$ cat src/rtl/fsd_pkg.sv
// ----------------------------------------------------------------------------
// fsd_pkg
// Types, constants and arithmetic helpers for the RGB error-diffusion dither.
// ----------------------------------------------------------------------------
package fsd_pkg;

  localparam int ERR_W      = 11;
  localparam int VAL_W      = 13;
  localparam int ERR_MAX    = 1023;
  localparam int ERR_MIN    = -1024;
  localparam int MAX_HEIGHT = 4096;
  localparam int LANES      = 3;
  localparam int LINE_W     = LANES * ERR_W;
  localparam int CFG_W      = 13;
  localparam int CFG_IDX_W  = 2;

  localparam logic [2:0] W_UPPER_LEFT  = 3'd1;
  localparam logic [2:0] W_ABOVE       = 3'd5;
  localparam logic [2:0] W_UPPER_RIGHT = 3'd3;
  localparam logic [2:0] W_LEFT        = 3'd7;

  localparam logic [CFG_IDX_W-1:0] CFG_IMAGE_WIDTH  = 2'd0;
  localparam logic [CFG_IDX_W-1:0] CFG_IMAGE_HEIGHT = 2'd1;
  localparam logic [CFG_IDX_W-1:0] CFG_MAX_LEVEL    = 2'd2;

  typedef logic signed [ERR_W-1:0] err_t;
  typedef logic signed [VAL_W-1:0] val_t;

  typedef struct packed {
    logic [7:0] red_in;
    logic [7:0] green_in;
    logic [7:0] blue_in;
  } pixel_in_t;

  typedef struct packed {
    logic [7:0] red_out;
    logic [7:0] green_out;
    logic [7:0] blue_out;
    logic       frame_end;
  } pixel_out_t;

  typedef struct packed {
    logic has_upper_left;
    logic has_above;
    logic has_upper_right;
  } up_flags_t;

  // add e*weight/16 to v, truncating toward zero
  function automatic val_t absorb(val_t v, err_t e, logic [2:0] weight);
    logic signed [17:0] s;
    logic signed [17:0] q;
    s = (18'(v) <<< 4) + 18'(e) * 18'($signed({1'b0, weight}));
    q = s >>> 4;
    if (s < 0 && s[3:0] != 4'd0) begin
      q = q + 18'sd1;
    end
    return val_t'(q);
  endfunction

  function automatic err_t sat_err(val_t d);
    err_t r;
    if (d > val_t'(ERR_MAX)) begin
      r = err_t'(ERR_MAX);
    end else if (d < val_t'(ERR_MIN)) begin
      r = err_t'(ERR_MIN);
    end else begin
      r = err_t'(d);
    end
    return r;
  endfunction

endpackage

$ cat src/rtl/fsd_lane.sv
// ----------------------------------------------------------------------------
// fsd_lane
// One color channel: upper-row error intake, then left-error loop, threshold
// and fresh error.
// ----------------------------------------------------------------------------
module fsd_lane (
  input  logic              clk,
  input  logic              rst,
  input  logic              advance,
  input  logic              a_valid,
  input  fsd_pkg::up_flags_t a_flags,
  input  logic [7:0]        a_pix,
  input  fsd_pkg::err_t     above_err,
  input  fsd_pkg::err_t     upper_right_err,
  input  logic              b_valid,
  input  logic              b_has_left,
  input  logic [7:0]        max_level,
  output logic [7:0]        level,
  output fsd_pkg::err_t     fresh
);

  fsd_pkg::err_t upper_left_err;
  fsd_pkg::err_t left_err;
  fsd_pkg::val_t vb;
  fsd_pkg::val_t v0, v1, v2, v3, v4;
  fsd_pkg::val_t thr_v, lvl_v, diff;
  logic          set;

  always_comb begin
    v0 = fsd_pkg::val_t'({5'b0, a_pix});
    v1 = a_flags.has_upper_left
       ? fsd_pkg::absorb(v0, upper_left_err, fsd_pkg::W_UPPER_LEFT) : v0;
    v2 = a_flags.has_above
       ? fsd_pkg::absorb(v1, above_err, fsd_pkg::W_ABOVE) : v1;
    v3 = a_flags.has_upper_right
       ? fsd_pkg::absorb(v2, upper_right_err, fsd_pkg::W_UPPER_RIGHT) : v2;
  end

  always_comb begin
    v4    = b_has_left ? fsd_pkg::absorb(vb, left_err, fsd_pkg::W_LEFT) : vb;
    thr_v = fsd_pkg::val_t'({6'b0, max_level[7:1]});
    lvl_v = fsd_pkg::val_t'({5'b0, max_level});
    set   = v4 > thr_v;
    level = set ? max_level : 8'd0;
    diff  = set ? v4 - lvl_v : v4;
    fresh = fsd_pkg::sat_err(diff);
  end

  always_ff @(posedge clk) begin
    if (rst) begin
      upper_left_err <= '0;
      left_err       <= '0;
    end else if (advance) begin
      if (a_valid) begin
        upper_left_err <= above_err;
      end
      if (b_valid) begin
        left_err <= fresh;
      end
    end
  end

  always_ff @(posedge clk) begin
    if (advance) begin
      vb <= v3;
    end
  end

endmodule

$ cat config.mk
export PLATFORM = sky130hd
export DESIGN_NAME = fsd_lane
export DESIGN_NICKNAME = d
export VERILOG_FILES = /design/src/rtl/fsd_pkg.sv /design/src/rtl/fsd_lane.sv
export SDC_FILE = /design/constraint.sdc
export NUM_CORES = 1
export LEC_CHECK = 0
export BUFFER_PORTS_ARGS = -buffer_cell sky130_fd_sc_hd__buf_2
export CAP_MARGIN = 20
export CORE_UTILIZATION = 48
export CTS_CLUSTER_SIZE = 28
export DETAILED_ROUTE_END_ITERATION = 12
export PLACE_DENSITY = 0.66
export SLEW_MARGIN = 15
export SYNTH_ARGS = -nofsm -noshare
export SYNTH_HDL_FRONTEND = slang
export SYNTH_SLANG_ARGS = --single-unit
export TNS_END_PERCENT = 50
$ cat constraint.sdc
create_clock -name clk -period 10.7 [get_ports clk]
set_input_delay 2.675 -clock clk [delete_from_list [all_inputs] [get_ports clk]]
set_output_delay 2.675 -clock clk [all_outputs]
set_load 0.1 [all_outputs]
==> results.ini, run 1 <==
[drt]
antenna_left = 0
vias = 7098
vias_per_cell = 5.464
routed_wl_um = 18670
drc = 0
wl_per_cell_um = 14.37
drt_iter0_drc = 376
dr.pass1.iters = 5

[cts]
cts_max_level = 2
hold_buffers = 0
numClockSinks = 35
cts_tree = done
clock_latency_ns = 0.29
clk_path_buf_depth = 2
clk_pin_slew_ns = 0.06
numCtsBuffers = 5
cts_root_buf = clkbuf_16

[worst_hold_path]
hp-class = register to register
min_from = upper_left_err[1]
whs_path_depth = 2
hold-path-endpoint = upper_left_err[1]

[die]
rows = 46
die-area_mm2 = 0.01688
start_util_pct = 49.25
pin_count = 66
core_mm2 = 0.01594
die_w_um = 129.9
die_h_um = 129.9

[synthesis]
ys_seq_elements = 35
synth_edf_count = 13
synth_top_area_share_pct = 18.96
syn_nets = 1188
synth-main-ff-cell = dfxtp_1
syn_area_per_cell_um2 = 7.964
synthTopCellsByArea = ha_1 (19%), fa_1 (9.2%), inv_1 (7.0%)
synth_top_area_cell = ha_1
synth_cells = 986
synthesis.area_mm2 = 0.007853
yosys_warnings = 0
async_flop_share_pct = 0
ys_types = 90
seq_area_frac_synth_pct = 10.58

[critical_path]
worstSetupEndpointType = primary output
reg2reg_depth = 37
critPathRequiredTime_ns = 8.03
cp_common_cell = inv_1
crit_arrival_ns = 7.67
path_max_fanout = 10
max_stage_delay_ns = 0.67
r2r-end = vb[1]
cp_slowest_cell = o41ai_4
timing.rr.start = upper_left_err[5]
worstSetupPathType = register to primary output
r2r_slack_ns = 2.64
startpoint_type = register

[timing]
hold-worst-slack_ns = 0.4599
relSlewSlack_pct = 43.02
worstMarginPinSlew_ns = 0.8546
maxSlewViolCount = 0
skew_ns = 0.003838
grt_setup_unrepaired = yes
hold_viol_final = 0
max_freq_mhz = 96.68
timing.final.crit_period_ns = 10.34
setup_viol_count_final = 0
finalCritPeriodShare_pct = 96.67

[finish]
fin_nets = 1284
final_common_cell = inv_1
area_growth_pct = 14.28
diodes = 0
final_cell_mix = inv_1 (146), ha_1 (119), nand2_1 (88)
final_cells = 1299
nFillCells = 1531
drive_above_1_share_pct = 18.01

[global_route]
grtUsageMet1_pct = 28.76
globalRoute.busiestLayer = met2
grt_pass1_wl_um = 29880
grt_pass1_vias = 6333
antenna_found_initial = 0
grt-ovfl-total = 0
grt_use_met2_pct = 39.95
met3_usage_pct = 2.132
grt_max_degree = 20
gr-usage-all-layers_pct = 22.31

[job]
drv_cap = 0

[placement]
port_buffers = 65
hpwl_um = 15740
place.gp.congestion = 0.9012
dp_cells = 1285

[status]
status = finished, final reports clean

cells by family after synthesis:
| family | synth area share [%] |
|---|---|
| mux | 3.378 |
| buf+inv | 8.222 |
| flops | 10.58 |
| compound gates | 21.24 |
| fa+ha+maj | 28.14 |
| simple gates | 18.83 |
| xor+xnor | 9.608 |
flip-flops by register name (all words and copies together), names as in the netlist:
name            flops
left_err           11
vb                 13
upper_left_err     11
metal layers:
metal | wire, µm | part of all wire, %
met1 | 8691 | 47
met3 | 613 | 3.3
met4 | 250 | 1.3
met5 | 0 | 0
met2 | 9116 | 49
cell usage after synthesis, types with 4 or more instances:
master and instances:
inv_1 146, ha_1 119, nand2_1 88, nor2_1 70, a21oi_1 62, xnor2_1 44
xor2_1 39, fa_1 36, o21ai_0 35, nand3_1 24, dfxtp_1 22, nor3_1 18
a21o_1 17, edfxtp_1 13, mux2i_1 13, clkbuf_1 12, mux2_2 12, nor2b_1 11
or3_1 11, o21a_1 10, nor4_1 9, o211ai_1 9, o31ai_1 9, or2_2 9
and3_1 8, nand2b_1 8, nand4_1 8, and2_1 7, a31oi_1 6, buf_2 6
o2111ai_1 6, o21bai_1 6, a211oi_1 5, nand3b_1 5, a211o_1 4, a21boi_0 4
worst max-delay path by stage:
| stage | from | slack, ns | endpoint | depth (start not counted) |
|---|---|---|---|---|
| finish | left_err[2] | 0.36 | fresh[5] | 29 |
| floorplan | left_err[2] | -0.12 | fresh[0] | 29 |
| global placement | a_pix[1] | 0.01 | vb[10] | 38 |
| global route | left_err[2] | -0.04 | fresh[5] | 29 |
| detailed placement | a_pix[1] | -0.19 | vb[1] | 39 |
| CTS | a_pix[1] | 0.07 | vb[1] | 39 |
stage by stage:
stage	utilization (%)	setup TNS (ns)	setup slack, ns	instance area, µm²
floorplan	-	-0.5504	-0.1250	7861
global placement	54.29	0	0.01326	8656
detailed placement	54.29	-1.094	-0.1898	8656
CTS	55.25	0	0.06933	8808
global route	56.29	-0.04037	-0.04037	8974
finish	56.29	0	0.3568	8974
layout make-up:
cell class,count,area (µm²),area share (%)
repair buffers,110,678.2,7.557
flip-flops and latches,35,830.8,9.258
multi-input cells,783,6495,72.38
clock inverters,1,5.005,0.05577
clock buffers,7,142.6,1.590
well taps,216,270.3,3.012
inverters,147,551.8,6.149
timing repair:
action	4_1_cts	5_1_grt
endpoints found under the setup margin	4	23
buffers inserted	0	6
resized for setup	1	37
pin swaps	0	12
worst max-delay path, delay by kind of cell, from the launching register on:
family	cells	cell delay, ns
buffers and inverters	5	0.62
AOI/OAI and AO/OA	11	2.62
DFF	1	0.36
adders and majority gates	5	2.09
and+or+nand+nor	8	1.69
Power of run 1 is not shown: default switching activity piles up to over one toggle a cycle in this logic, so the estimate is an artifact.
==> inputs of run 2 (changes only) <==
--- a/config.mk
+++ b/config.mk
@@ -5,12 +5,13 @@
 export SDC_FILE = /design/constraint.sdc
 export NUM_CORES = 1
 export LEC_CHECK = 0
+export ABC_AREA = 1
 export BUFFER_PORTS_ARGS = -buffer_cell sky130_fd_sc_hd__buf_2
 export CAP_MARGIN = 20
-export CORE_UTILIZATION = 48
+export CORE_UTILIZATION = 57
 export CTS_CLUSTER_SIZE = 28
 export DETAILED_ROUTE_END_ITERATION = 12
-export PLACE_DENSITY = 0.66
+export PLACE_DENSITY = 0.77
 export SLEW_MARGIN = 15
 export SYNTH_ARGS = -nofsm -noshare
 export SYNTH_HDL_FRONTEND = slang
==> results.ini, run 2 <==
[status]
status = finished, final reports clean

[timing]
fin_tns_setup_ns = 0  ; unchanged
hold-worst-slack_ns = 0.4721  ; +0.01224 ns
setup_viol_count_final = 0  ; unchanged
timing.final.crit_period_ns = 10.05  ; -0.2886 ns
max_freq_mhz = 99.46  ; +2.9%
worstMarginPinSlew_ns = 0.5786  ; -0.2760 ns
finalCritPeriodShare_pct = 93.97  ; -2.7 points
grt_setup_unrepaired = yes
relSlewSlack_pct = 61.33  ; +18 points
hold_viol_final = 0  ; unchanged
skew_ns = 0.008688  ; +0.004851 ns
maxSlewViolCount = 0  ; unchanged

[worst_hold_path]
whs_path_depth = 2  ; unchanged
hp-class = register to register

[drt]
routed_wl_um = 17490  ; -6.3%
drt_iter0_drc = 362  ; -3.7%
vias = 7263  ; +2.3%
vias_per_cell = 5.126  ; -6.2%
drc = 0  ; unchanged
dr.pass1.iters = 5  ; unchanged
wl_per_cell_um = 12.34  ; -14%
antenna_left = 0  ; unchanged

[cts]
cts_tree = done
clk_path_buf_depth = 2  ; unchanged
cts_root_buf = clkbuf_16
hold_buffers = 0  ; unchanged
clk_pin_slew_ns = 0.05  ; about the same
numClockSinks = 35  ; unchanged
numCtsBuffers = 5  ; unchanged
clock_latency_ns = 0.28  ; about the same
cts_max_level = 2  ; unchanged

[die]
rows = 42  ; -8.7%
die_w_um = 118.1  ; -9.1%
core_mm2 = 0.01319  ; -17%
die-area_mm2 = 0.01395  ; -17%
die_h_um = 118.1  ; -9.1%
start_util_pct = 58.27  ; +9.0 points
pin_count = 66  ; unchanged

[global_route]
grt_pass1_vias = 6832  ; +7.9%
grt-ovfl-total = 0  ; unchanged
grt_max_degree = 28  ; +40%
gr-usage-all-layers_pct = 25.89  ; +3.6 points
grt_pass1_wl_um = 29990  ; +0.37%
antenna_found_initial = 0  ; unchanged

[critical_path]
worstSetupPathType = input pin to register
path_max_fanout = 6  ; -4
max_stage_delay_ns = 0.51  ; -0.16 ns
crit_arrival_ns = 10.09  ; +2.42 ns
reg2reg_depth = 49  ; +32%
critPathRequiredTime_ns = 10.73  ; +2.70 ns
startpoint_type = input pin
r2r_slack_ns = 2.84  ; +0.20 ns
cp_common_cell = nand2_1
cp_slowest_cell = fa_1
worstSetupEndpointType = register

[synthesis]
synth_cells = 1179  ; +20%
synth_top_area_share_pct = 19.37  ; +0.41 points
seq_area_frac_synth_pct = 10.81  ; +0.23 points
yosysMostFrequentCell = nand2_1
yosys_warnings = 0  ; unchanged
synth-xor-area-share_pct = 6.495  ; -3.1 points
ys_seq_elements = 35  ; unchanged
synthAdderAreaFrac_pct = 28.75  ; +0.61 points
synth-simple-area-share_pct = 28.72  ; +9.9 points
synth_top_area_cell = ha_1
synth_mux_area_share_pct = 0.2605  ; -3.1 points
synthesis.area_mm2 = 0.007686  ; -2.1%
synthTopCellsByArea = ha_1 (19%), nand2_1 (14%), inv_1 (12%)
syn_area_per_cell_um2 = 6.519  ; -18%
synth_compound_area_share_pct = 11.62  ; -9.6 points
synthTopCellsByCount = nand2_1 (287), inv_1 (245), ha_1 (119), nor2_1 (79), a21oi_1 (66)
syn_nets = 1381  ; +16%
async_flop_share_pct = 0  ; unchanged
synth_top_family_by_area = adder cells
synth_edf_count = 13  ; unchanged
synth-main-ff-cell = dfxtp_1
ys_types = 52  ; -42%

[placement]
dp_cells = 1406  ; +9.4%
hpwl_um = 15070  ; -4.2%
place.gp.congestion = 0.9094  ; +0.91%
port_buffers = 65  ; unchanged

[finish]
fin_nets = 1442  ; +12%
final_cells = 1417  ; +9.1%
drive_above_1_share_pct = 11.68  ; -6.3 points
area_growth_pct = 9.669
top_regs = vb x13, left_err x11, upper_left_err x11
diodes = 0  ; unchanged
final_cell_mix = nand2_1 (286), inv_1 (245), ha_1 (119)
final_common_cell = nand2_1
largest_reg_flops = 13  ; unchanged
regMostFlops = vb

[job]
drv_cap = 0  ; unchanged

==> run 2: cell count changes after synthesis, moves of 12 or more <==
cell     before  now
nor3_1       18    6
xnor2_1      44   21
o21ai_0      35   54
nand3_1      24   58
inv_1       146  245
nand2_1      88  287
mux2_2       12    0
a21o_1       17    3
==> run 2: final cells by class <==
cell class	instances	area (µm²)
repair buffers	71	370.4
fillers	1263	4761
multi-input cells	874	5889
clock buffers	7	163.9
inverters	253	949.7
well taps	176	220.2
clock inverters	1	5.005
flip-flops and latches	35	830.8
==> run 2: metal layers <==
metal  wire length, µm  GRT usage [%]
met3               559          2.132
met4               358          7.372
met5                 0              0
met2              8630          47.24
met1              7939          32.31
==> run 2: critical path, delay by kind of cell <==
kind / cells / cell delay, ns
simple gates: 23 / 2.36
fa+ha+maj: 5 / 2.02
buf+inv: 7 / 0.63
xor+xnor: 2 / 0.47
compound gates: 12 / 1.91
==> run 2: repair_timing <==
item                                    4_1_cts  5_1_grt
buffers inserted                              0        3
resized for setup                             0       20
endpoints found under the setup margin        0       13
==> run 2: stage by stage <==
step                cell area, µm²  utilization, %  worst slack [ns]
floorplan                     7686               -            0.8845
global placement              8178           62.00            0.2768
detailed placement            8178           62.00         -0.004531
CTS                           8347           63.28            0.2510
global route                  8429           63.91          -0.02898
finish                        8429           63.91            0.6453
==> run 2: worst paths after layout <==
check / from / end
max: a_pix[2] / vb[11]
min: upper_left_err[0] / upper_left_err[0]
max reg2reg: upper_left_err[8] / vb[11]
min reg2reg: upper_left_err[0] / upper_left_err[0]
==> run 2: kinds of logic after synthesis <==
logic type	after synthesis
compound gates	159
xor+xnor	57
fa+ha+maj	155
buf+inv	270
flops	35
mux	2
simple gates	501
Power of run 2 is left out for the same reason.
